[config.mk]
export PLATFORM = sky130hd
export DESIGN_NAME = dat_ctrl
export DESIGN_NICKNAME = d
export VERILOG_FILES = /design/src/hw/rtl/dat_pkg.sv /design/src/hw/rtl/dat_ctrl.sv
export VERILOG_INCLUDE_DIRS = /design/src /design/src/hw/rtl
export SDC_FILE = /design/constraint.sdc
export NUM_CORES = 1
export LEC_CHECK = 0
export ABC_CLOCK_PERIOD_IN_PS = 14800
export BUFFER_PORTS_ARGS = -buffer_cell sky130_fd_sc_hd__buf_4
export CAP_MARGIN = 20
export CELL_PAD_IN_SITES_DETAIL_PLACEMENT = 0
export CELL_PAD_IN_SITES_GLOBAL_PLACEMENT = 1
export CORE_AREA = 2 2 355 357
export CTS_BUF_LIST = sky130_fd_sc_hd__clkbuf_4
export DETAILED_ROUTE_END_ITERATION = 7
export DIE_AREA = 0 0 357 359
export PLACE_DENSITY_LB_ADDON = 0.1
export SLEW_MARGIN = 20
export SYNTH_ARGS = -nofsm -noshare
export SYNTH_HDL_FRONTEND = slang
export SYNTH_SLANG_ARGS = --single-unit
export TNS_END_PERCENT = 1
[constraint.sdc]
create_clock -name clock -period 14.8 [get_ports clock]
set_input_delay 2.96 -clock clock [delete_from_list [all_inputs] [get_ports clock]]
set_output_delay 2.96 -clock clock [all_outputs]
set_load 0.01 [all_outputs]
[src/hw/rtl/dependent_approval_table_macros.svh]
// assertion macros used by the rtl sequencer dat_ctrl
`ifndef DEPENDENT_APPROVAL_TABLE_MACROS_SVH
`define DEPENDENT_APPROVAL_TABLE_MACROS_SVH

// same-cycle implication, checked out of reset
`define DAT_ASSERT_NOW(label, clk, rst, ante, cons, msg) \
   label: assert property (@(posedge clk) disable iff (rst) (ante) |-> (cons)) else $error(msg);

// next-cycle implication, checked out of reset
`define DAT_ASSERT_NEXT(label, clk, rst, ante, cons, msg) \
   label: assert property (@(posedge clk) disable iff (rst) (ante) |=> (cons)) else $error(msg);

`endif

[src/hw/rtl/dat_pkg.sv]
// ----------------------------------------------------------------------------
// dat_pkg
// types, codes and defaults shared by the approval table files
// ----------------------------------------------------------------------------
package dat_pkg;

   localparam int ENTRIES_DEF = 256;

   localparam logic [31:0] TTL_RESET       = 32'd6000;
   localparam logic        SOVEREIGN_RESET = 1'b1;

   // entry status codes
   localparam logic [2:0] ST_FREE     = 3'd0;
   localparam logic [2:0] ST_PENDING  = 3'd1;
   localparam logic [2:0] ST_APPROVED = 3'd2;
   localparam logic [2:0] ST_REJECTED = 3'd3;
   localparam logic [2:0] ST_EXPIRED  = 3'd4;

   // error codes
   localparam logic [2:0] ERR_OK          = 3'd0;
   localparam logic [2:0] ERR_NO_ENTRY    = 3'd1;
   localparam logic [2:0] ERR_FULL        = 3'd2;
   localparam logic [2:0] ERR_NOT_PENDING = 3'd3;
   localparam logic [2:0] ERR_PARENT      = 3'd4;

   // actions
   localparam logic [1:0] ACT_SUBMIT = 2'd0;
   localparam logic [1:0] ACT_POLL   = 2'd1;
   localparam logic [1:0] ACT_DECIDE = 2'd2;
   localparam logic [1:0] ACT_DROP   = 2'd3;

   // configuration register indexes
   localparam logic CSR_SOVEREIGN = 1'b0;
   localparam logic CSR_TTL       = 1'b1;

   typedef struct packed {
      logic [1:0]  action;
      logic [31:0] owner_pid;
      logic [31:0] request_type;
      logic        forces_pending;
      logic [63:0] entry_id;
      logic [63:0] parent_id;
      logic        approve;
      logic [63:0] now_tick;
   } item_type;

   typedef struct packed {
      logic [2:0]  error;
      logic [63:0] new_id;
      logic [2:0]  entry_status;
   } result_type;

   typedef struct packed {
      logic [63:0] id;
      logic [63:0] parent;
      logic [31:0] owner;
      logic [31:0] rtype;
      logic [63:0] tick;
   } entry_type;

   // write strobes from the sequencer to the table memories
   typedef struct packed {
      logic       st_we;
      logic       dt_we;
      logic [2:0] st_val;
   } mem_wr_type;

endpackage

[src/hw/rtl/dat_ctrl.sv]
// ----------------------------------------------------------------------------
// dat_ctrl
// sequencer that sweeps the table memories read-modify-write, reading each
// entry and then evaluating and writing it back
// ----------------------------------------------------------------------------
`include "dependent_approval_table_macros.svh"

module dat_ctrl #(
   parameter int ENTRIES = dat_pkg::ENTRIES_DEF,
   localparam int IW = $clog2(ENTRIES)
) (
   input  logic                 clock,
   input  logic                 reset,
   input  logic                 req_valid,
   output logic                 req_ready,
   input  dat_pkg::item_type    req_item,
   input  logic                 sovereign,
   input  logic [31:0]          ttl,
   input  logic                 out_free,
   output logic                 res_valid,
   output dat_pkg::result_type  res,
   output logic [IW-1:0]        mem_addr,
   output logic [IW-1:0]        wr_addr,
   output dat_pkg::mem_wr_type  wr,
   output dat_pkg::entry_type   wr_data,
   input  logic [2:0]           rd_st,
   input  dat_pkg::entry_type   rd_dat
);

   typedef enum logic [2:0] {
      S_CLEAR, S_IDLE, S_READ, S_EVAL, S_ALLOC, S_DEC, S_DONE
   } state_type;

   typedef enum logic [2:0] {
      PH_PAR, PH_SWEEP, PH_FIND, PH_DPAR, PH_DROP
   } phase_type;

   localparam logic [IW-1:0] LAST = IW'(ENTRIES - 1);

   state_type           state_ff,  state_in;
   phase_type           phase_ff,  phase_in;
   logic [IW-1:0]       idx_ff,    idx_in;
   dat_pkg::item_type   item_ff,   item_in;
   logic [IW-1:0]       par_idx_ff, par_idx_in;
   logic [2:0]          par_st_ff, par_st_in;
   logic                free_ok_ff, free_ok_in;
   logic [IW-1:0]       free_idx_ff, free_idx_in;
   logic [IW-1:0]       slot_ff,   slot_in;
   logic [63:0]         par_id_ff, par_id_in;
   logic                dec_ok_ff, dec_ok_in;
   dat_pkg::result_type res_ff,    res_in;
   logic [63:0]         next_id_ff, next_id_in;

   logic                live;
   logic                overdue;
   logic [2:0]          st_now;
   logic [63:0]         age;

   assign age     = item_ff.now_tick - rd_dat.tick;
   assign live    = (rd_st != dat_pkg::ST_FREE);
   assign overdue = (rd_st == dat_pkg::ST_PENDING) && (age > {32'd0, ttl});
   assign st_now  = overdue ? dat_pkg::ST_EXPIRED : rd_st;

   always_comb begin
      state_in    = state_ff;
      phase_in    = phase_ff;
      idx_in      = idx_ff;
      item_in     = item_ff;
      par_idx_in  = par_idx_ff;
      par_st_in   = par_st_ff;
      free_ok_in  = free_ok_ff;
      free_idx_in = free_idx_ff;
      slot_in     = slot_ff;
      par_id_in   = par_id_ff;
      dec_ok_in   = dec_ok_ff;
      res_in      = res_ff;
      next_id_in  = next_id_ff;
      wr          = '0;
      wr_addr     = idx_ff;
      wr_data     = '{id: next_id_ff, parent: item_ff.parent_id, owner: item_ff.owner_pid,
                      rtype: item_ff.request_type, tick: item_ff.now_tick};

      unique case (state_ff)
         S_CLEAR: begin
            wr.st_we  = 1'b1;
            wr.st_val = dat_pkg::ST_FREE;
            idx_in    = idx_ff + 1'b1;
            if (idx_ff == LAST) begin
               state_in = S_IDLE;
               idx_in   = '0;
            end
         end
         S_IDLE: begin
            if (req_valid) begin
               item_in    = req_item;
               idx_in     = '0;
               free_ok_in = 1'b0;
               par_st_in  = dat_pkg::ST_FREE;
               res_in     = '{error: dat_pkg::ERR_OK, new_id: 64'd0,
                              entry_status: dat_pkg::ST_FREE};
               state_in   = S_READ;
               unique case (req_item.action) inside
                  dat_pkg::ACT_SUBMIT:
                     phase_in = (req_item.parent_id != 64'd0) ? PH_PAR : PH_SWEEP;
                  dat_pkg::ACT_POLL, dat_pkg::ACT_DECIDE: phase_in = PH_FIND;
                  default: phase_in = PH_DROP;
               endcase
            end
         end
         S_READ: begin
            state_in = S_EVAL;
         end
         S_EVAL: begin
            state_in = S_READ;
            idx_in   = idx_ff + 1'b1;
            unique case (phase_ff)
               PH_PAR: begin
                  if (live && rd_dat.id == item_ff.parent_id) begin
                     par_idx_in = idx_ff;
                     phase_in   = PH_SWEEP;
                     idx_in     = '0;
                  end else if (idx_ff == LAST) begin
                     res_in.error = dat_pkg::ERR_NO_ENTRY;
                     state_in     = S_DONE;
                  end
               end
               PH_SWEEP: begin
                  if (overdue) begin
                     wr.st_we  = 1'b1;
                     wr.st_val = dat_pkg::ST_EXPIRED;
                  end
                  if (!free_ok_ff && st_now == dat_pkg::ST_FREE) begin
                     free_ok_in  = 1'b1;
                     free_idx_in = idx_ff;
                  end
                  if (item_ff.parent_id != 64'd0 && idx_ff == par_idx_ff) begin
                     par_st_in = st_now;
                  end
                  if (idx_ff == LAST) begin
                     state_in = S_ALLOC;
                  end
               end
               PH_FIND: begin
                  if (live && rd_dat.id == item_ff.entry_id) begin
                     state_in = S_DONE;
                     if (item_ff.action == dat_pkg::ACT_POLL) begin
                        if (rd_dat.owner == item_ff.owner_pid) begin
                           res_in.entry_status = st_now;
                           if (st_now != dat_pkg::ST_PENDING) begin
                              wr.st_we  = 1'b1;
                              wr.st_val = dat_pkg::ST_FREE;
                           end
                        end else begin
                           res_in.error = dat_pkg::ERR_NO_ENTRY;
                        end
                     end else if (rd_st != dat_pkg::ST_PENDING) begin
                        res_in.error = dat_pkg::ERR_NOT_PENDING;
                     end else if (!item_ff.approve) begin
                        wr.st_we  = 1'b1;
                        wr.st_val = dat_pkg::ST_REJECTED;
                     end else if (rd_dat.parent == 64'd0) begin
                        wr.st_we  = 1'b1;
                        wr.st_val = dat_pkg::ST_APPROVED;
                     end else begin
                        // approval needs the parent's status: second sweep
                        slot_in   = idx_ff;
                        par_id_in = rd_dat.parent;
                        phase_in  = PH_DPAR;
                        idx_in    = '0;
                        state_in  = S_READ;
                     end
                  end else if (idx_ff == LAST) begin
                     res_in.error = dat_pkg::ERR_NO_ENTRY;
                     state_in     = S_DONE;
                  end
               end
               PH_DPAR: begin
                  if (live && rd_dat.id == par_id_ff) begin
                     dec_ok_in = (rd_st == dat_pkg::ST_APPROVED);
                     state_in  = S_DEC;
                  end else if (idx_ff == LAST) begin
                     dec_ok_in = 1'b0;
                     state_in  = S_DEC;
                  end
               end
               default: begin
                  if (live && rd_dat.owner == item_ff.owner_pid) begin
                     wr.st_we  = 1'b1;
                     wr.st_val = dat_pkg::ST_FREE;
                  end
                  if (idx_ff == LAST) begin
                     state_in = S_DONE;
                  end
               end
            endcase
         end
         S_ALLOC: begin
            state_in = S_DONE;
            wr_addr  = free_idx_ff;
            if (!free_ok_ff) begin
               res_in.error = dat_pkg::ERR_FULL;
            end else begin
               wr.st_we  = 1'b1;
               wr.dt_we  = 1'b1;
               wr.st_val = (!item_ff.forces_pending && sovereign &&
                            (item_ff.parent_id == 64'd0 ||
                             par_st_ff == dat_pkg::ST_APPROVED))
                           ? dat_pkg::ST_APPROVED : dat_pkg::ST_PENDING;
               res_in.new_id = next_id_ff;
               next_id_in    = next_id_ff + 64'd1;
            end
         end
         S_DEC: begin
            state_in = S_DONE;
            wr_addr  = slot_ff;
            if (dec_ok_ff) begin
               wr.st_we  = 1'b1;
               wr.st_val = dat_pkg::ST_APPROVED;
            end else begin
               res_in.error = dat_pkg::ERR_PARENT;
            end
         end
         S_DONE: begin
            if (out_free) begin
               state_in = S_IDLE;
            end
         end
         default: state_in = S_IDLE;
      endcase
   end

   always_ff @(posedge clock) begin
      if (reset) begin
         state_ff   <= S_CLEAR;
         phase_ff   <= PH_PAR;
         idx_ff     <= '0;
         free_ok_ff <= 1'b0;
         dec_ok_ff  <= 1'b0;
         next_id_ff <= 64'd1;
      end else begin
         state_ff   <= state_in;
         phase_ff   <= phase_in;
         idx_ff     <= idx_in;
         free_ok_ff <= free_ok_in;
         dec_ok_ff  <= dec_ok_in;
         next_id_ff <= next_id_in;
      end
      item_ff     <= item_in;
      par_idx_ff  <= par_idx_in;
      par_st_ff   <= par_st_in;
      free_idx_ff <= free_idx_in;
      slot_ff     <= slot_in;
      par_id_ff   <= par_id_in;
      res_ff      <= res_in;
   end

   assign req_ready = (state_ff == S_IDLE);
   assign res_valid = (state_ff == S_DONE) && out_free;
   assign res       = res_ff;
   assign mem_addr  = idx_ff;

   `DAT_ASSERT_NOW(a_no_write_idle, clock, reset, state_ff == S_IDLE, !wr.st_we && !wr.dt_we, "table written while idle")
   `DAT_ASSERT_NEXT(a_accept_reads, clock, reset, req_valid && req_ready, state_ff == S_READ, "accepted item did not start a read")
   `DAT_ASSERT_NEXT(a_result_idle, clock, reset, res_valid, state_ff == S_IDLE, "sequencer not idle after result")
   `DAT_ASSERT_NOW(a_data_only_alloc, clock, reset, wr.dt_we, state_ff == S_ALLOC && free_ok_ff, "entry data written outside allocation")

endmodule

==> summary.txt <==
Critical path
  – R2R Path Start: wr_data[0]
  – Worst path slowest cell: a221oi_1
  – WS Path Type: input pin to output port
  – Crit path DAT: 9.60 ns
  – CP endpoint kind: output port
  – Max FO, Critical Path: 4
  – Worst path cell trace: buf_4 -> ha_1 -> inv_1 -> fa_1 -> a21o_1 -> a221oi_1 -> a2bb2oi_1 -> nand3_1 -> xor2_1 -> ha_1 -> nand4_1 -> nor4_1 -> nand2_1 -> o31ai_1 -> o311ai_0 -> or2_2 -> or4_1 -> nor4_1 -> nand4_1 -> nor4_2 -> nor3_1 -> buf_4
  – Critical path startpoint category: input pin
  – CP max stage delay: 0.67 ns
  – Required time worst endpoint: 11.84 ns
  – Crit. Startpoint: rd_dat[0]

Clock network
  – Gates resized, CTS repair: 0
  – Longest Clk Path Bufs: 3
  – Clk_lat worst skew: 1.07 ns
  – CTS Hold Bufs: 0
  – TritonCTS Buffers: 153
  – H-tree lvl count: 4
  – CTS root buffer: clkbuf_4
  – Post-CTS setup buffer count: 0
  – Clock Pin Slew Worst Setup and Hold Paths: ~0.06 ns
  – Clock tree sinks: 501
  – CTS tree: yes

STA
  – Slew HR: 22.7%
  – Fmax: 79.6 MHz
  – Period minus WS final: 12.56 ns
  – Worst slew pin tran: 1.16 ns
  – Final Hold Fails: 0
  – Fin crit share: between 80 and 90%
  – Fin worst setup slack: 2.24 ns
  – Final TNS setup: 0 ns
  – Layout Skew: between 0.06 and 0.07 ns
  – Setup-failing EPs final: 0
  – Unrepaired setup endpoints after global routing: false
  – Max-slew violation count: 0

Routing
  – Final Routed Wirelength: around 140 mm
  – DR DRC count: 0
  – Vias: 23630
  – Routed len/inst: 28.0 microns
  – Antenna Nets Post-Route: 0
  – First-pass DRT Iterations: 5
  – Vias/cell: 4.59
  – Starting DRT DRC Count: ~1500

Outcome
  – Status: completed

Global routing
  – Vias in the first global route: roughly 25000
  – Largest net degree at the start of global routing: between 80 and 90
  – GR Overflow Total: 0
  – Initial antenna violation count: 27
  – First-pass GRT wire length: just under 200 mm
  – All-Layer GR Usage: 21.9%

Yosys
  – Register area share after synthesis: 51.3%
  – Syn_nets: between 3000 and 4000
  – Top cells by area, synth: edfxtp_1, xnor2_1, dfxtp_1, buf_4, xor2_1
  – Post-synth cell types: 91
  – Syn avg cell area: 10.8 sq um
  – Async SR Flop Fraction: 0%
  – Post-synth top flop: edfxtp_1
  – Cells after Synth: 2579
  – Post-synth top area share: 45.5%
  – Post-synthesis instance area: 27800 sq um
  – Cell accounting for the most synthesized area: edfxtp_1
  – EDFF count, synth: 421
  – Ys Warns: 0
  – Seq cells post-synth: around 500

Floorplanning
  – Std cell rows: 130
  – Core area: 125000 sq um
  – Die W: roughly 360 microns
  – Die height: 359 microns
  – DIE AREA: 128000 sq um
  – Initial Util: about 22%
  – Io pins: 905

Layout
  – Share of cells above drive strength 1: around 33%
  – # nets final: approximately 4000
  – Area growth, synth to finish: 32.1%

Flow run
  – MaxCap Viol Count: 0

Placement
  – Dpl ws: 2.33 ns
  – PortBufs: 872
  – Post-DP HPWL: 122 mm
  – Routability cong.: 0.926

Power
  – Power Density: 89.5 nW/um^2
  – Tot Pwr: about 3.3 mW
  – Worst IR drop on VDD: approximately 66 uV
  – Static Leak: 14.1 nW

Hold path
  – Worst hold start: next_id_ff[23]
  – HP Class: flop to flop
[synth_stat cells (5+ instances only)]
cell      instances
nand4_1         126
inv_1           116
and2_1           68
a21boi_0          5
xor2_1          144
a32oi_1           5
o21ai_0          93
nor3_1           59
ha_1             99
nor4_1           90
nor2b_1           7
nand3_1          54
clkbuf_1         50
nand2_1         178
dfxtp_1          80
and4_1            7
or2_2            11
or3_1            23
o21bai_1          9
mux2_2            5
nor2_1          183
buf_4           193
a21o_1           19
a21oi_1         124
o211ai_1         16
and3_1           21
a31oi_1          12
or4_1             8
mux2i_1          15
o21a_1           19
nand2b_1          7
a211oi_1         11
edfxtp_1        421
xnor2_1         186
[registers in the layout (all words and copies together) (netlist names)]
| register | flops |
|---|---|
| dec_ok_ff | 1 |
| free_ok_ff | 1 |
| next_id_ff | 64 |
| item_ff | 68 |
| par_idx_ff | 8 |
| wr_data | 192 |
| par_st_ff | 3 |
| mem_addr | 8 |
| par_id_ff | 64 |
| state_ff | 3 |
| free_idx_ff | 8 |
| slot_ff | 8 |
| res | 70 |
| phase_ff | 3 |
[where the power goes]
part	total (mW)	switching, mW	internal (mW)	leakage [nW]
clock network	1.37	0.682	0.685	1.12
logic	0.388	0.213	0.175	8.59
registers	1.53	0.00260	1.52	4.42
[critical path: cells and delay by family]
kind,cells,cell delay (ns)
AOI/OAI and AO/OA,5,1.91
xor gates and xnor gates,1,0.22
adders and majority gates,3,0.91
buffers and inverters,3,0.34
and+or+nand+nor,10,3.26
[cells by family after synthesis]
group                      after synthesis  synth area share, %
adders and majority gates              100                 4.53
AOI/OAI and AO/OA                      393                 9.08
buffers and inverters                  371                 7.94
DFF                                    501                 51.3
xor gates and xnor gates               330                 10.4
muxes                                   20                0.744
and+or+nand+nor                        864                 16.0
[routing by layer]
| layer | global-route usage, % | routed length (microns) |
|---|---|---|
| met1 | 25.3 | 57100 |
| met2 | 38.9 | 73400 |
| met3 | 6.27 | 9730 |
| met4 | 6.57 | 3730 |
| met5 | 0 | 171 |
[cell usage in the layout (no fill, tap or decap), types with 16 or more instances in the layout]
cell	Yosys	layout
nor2_1	183	181
buf_4	193	882
edfxtp_1	421	421
inv_1	116	115
a21oi_1	124	124
ha_1	99	99
and3_1	21	21
dfxtp_1	80	80
nand4_1	126	126
a21o_1	19	19
or3_1	23	23
o211ai_1	16	16
nand3_1	54	54
diode_2	0	16
xor2_1	144	144
clkbuf_4	0	205
o21a_1	19	19
xnor2_1	186	186
o21ai_0	93	93
and2_1	68	68
clkinv_1	0	44
nor3_1	59	59
nand2_1	178	177
nor4_1	90	89
[cell type report]
| cell class | count | area (sq um) |
|---|---|---|
| Antenna cell | 16 | 40.0 |
| Sequential cell | 501 | 14200 |
| Fill cell | 13319 | 87900 |
| Tap cell | 1650 | 2060 |
| Inverter | 116 | 443 |
| Clock inverter | 68 | 364 |
| Multi-Input combinational cell | 1707 | 11300 |
| Timing Repair Buffer | 882 | 6620 |
| Clock buffer | 205 | 1540 |
[through the flow]
stage	hold WS (ns)	instances	area [sq um]	util (%)
2_1_floorplan	0.497	2579	27800	-
3_3_place_gp	0.487	4856	34700	27.9
3_5_place_dp	0.501	4856	34700	27.9
4_1_cts	0.512	5129	36600	29.4
5_1_grt	0.540	5142	36600	29.4
6_report	0.514	5145	36700	29.4
[worst paths after layout]
kind | end | cells after the start | slack [ns]
worst max-delay path | wr[2] | 22 | 2.24
worst max register to register | par_st_ff[0] | 21 | 7.66
worst min-delay path | next_id_ff[23] | 2 | 0.51
worst min register to register | next_id_ff[23] | 2 | 0.51
Note: power is estimated with default switching activity, not from simulation.
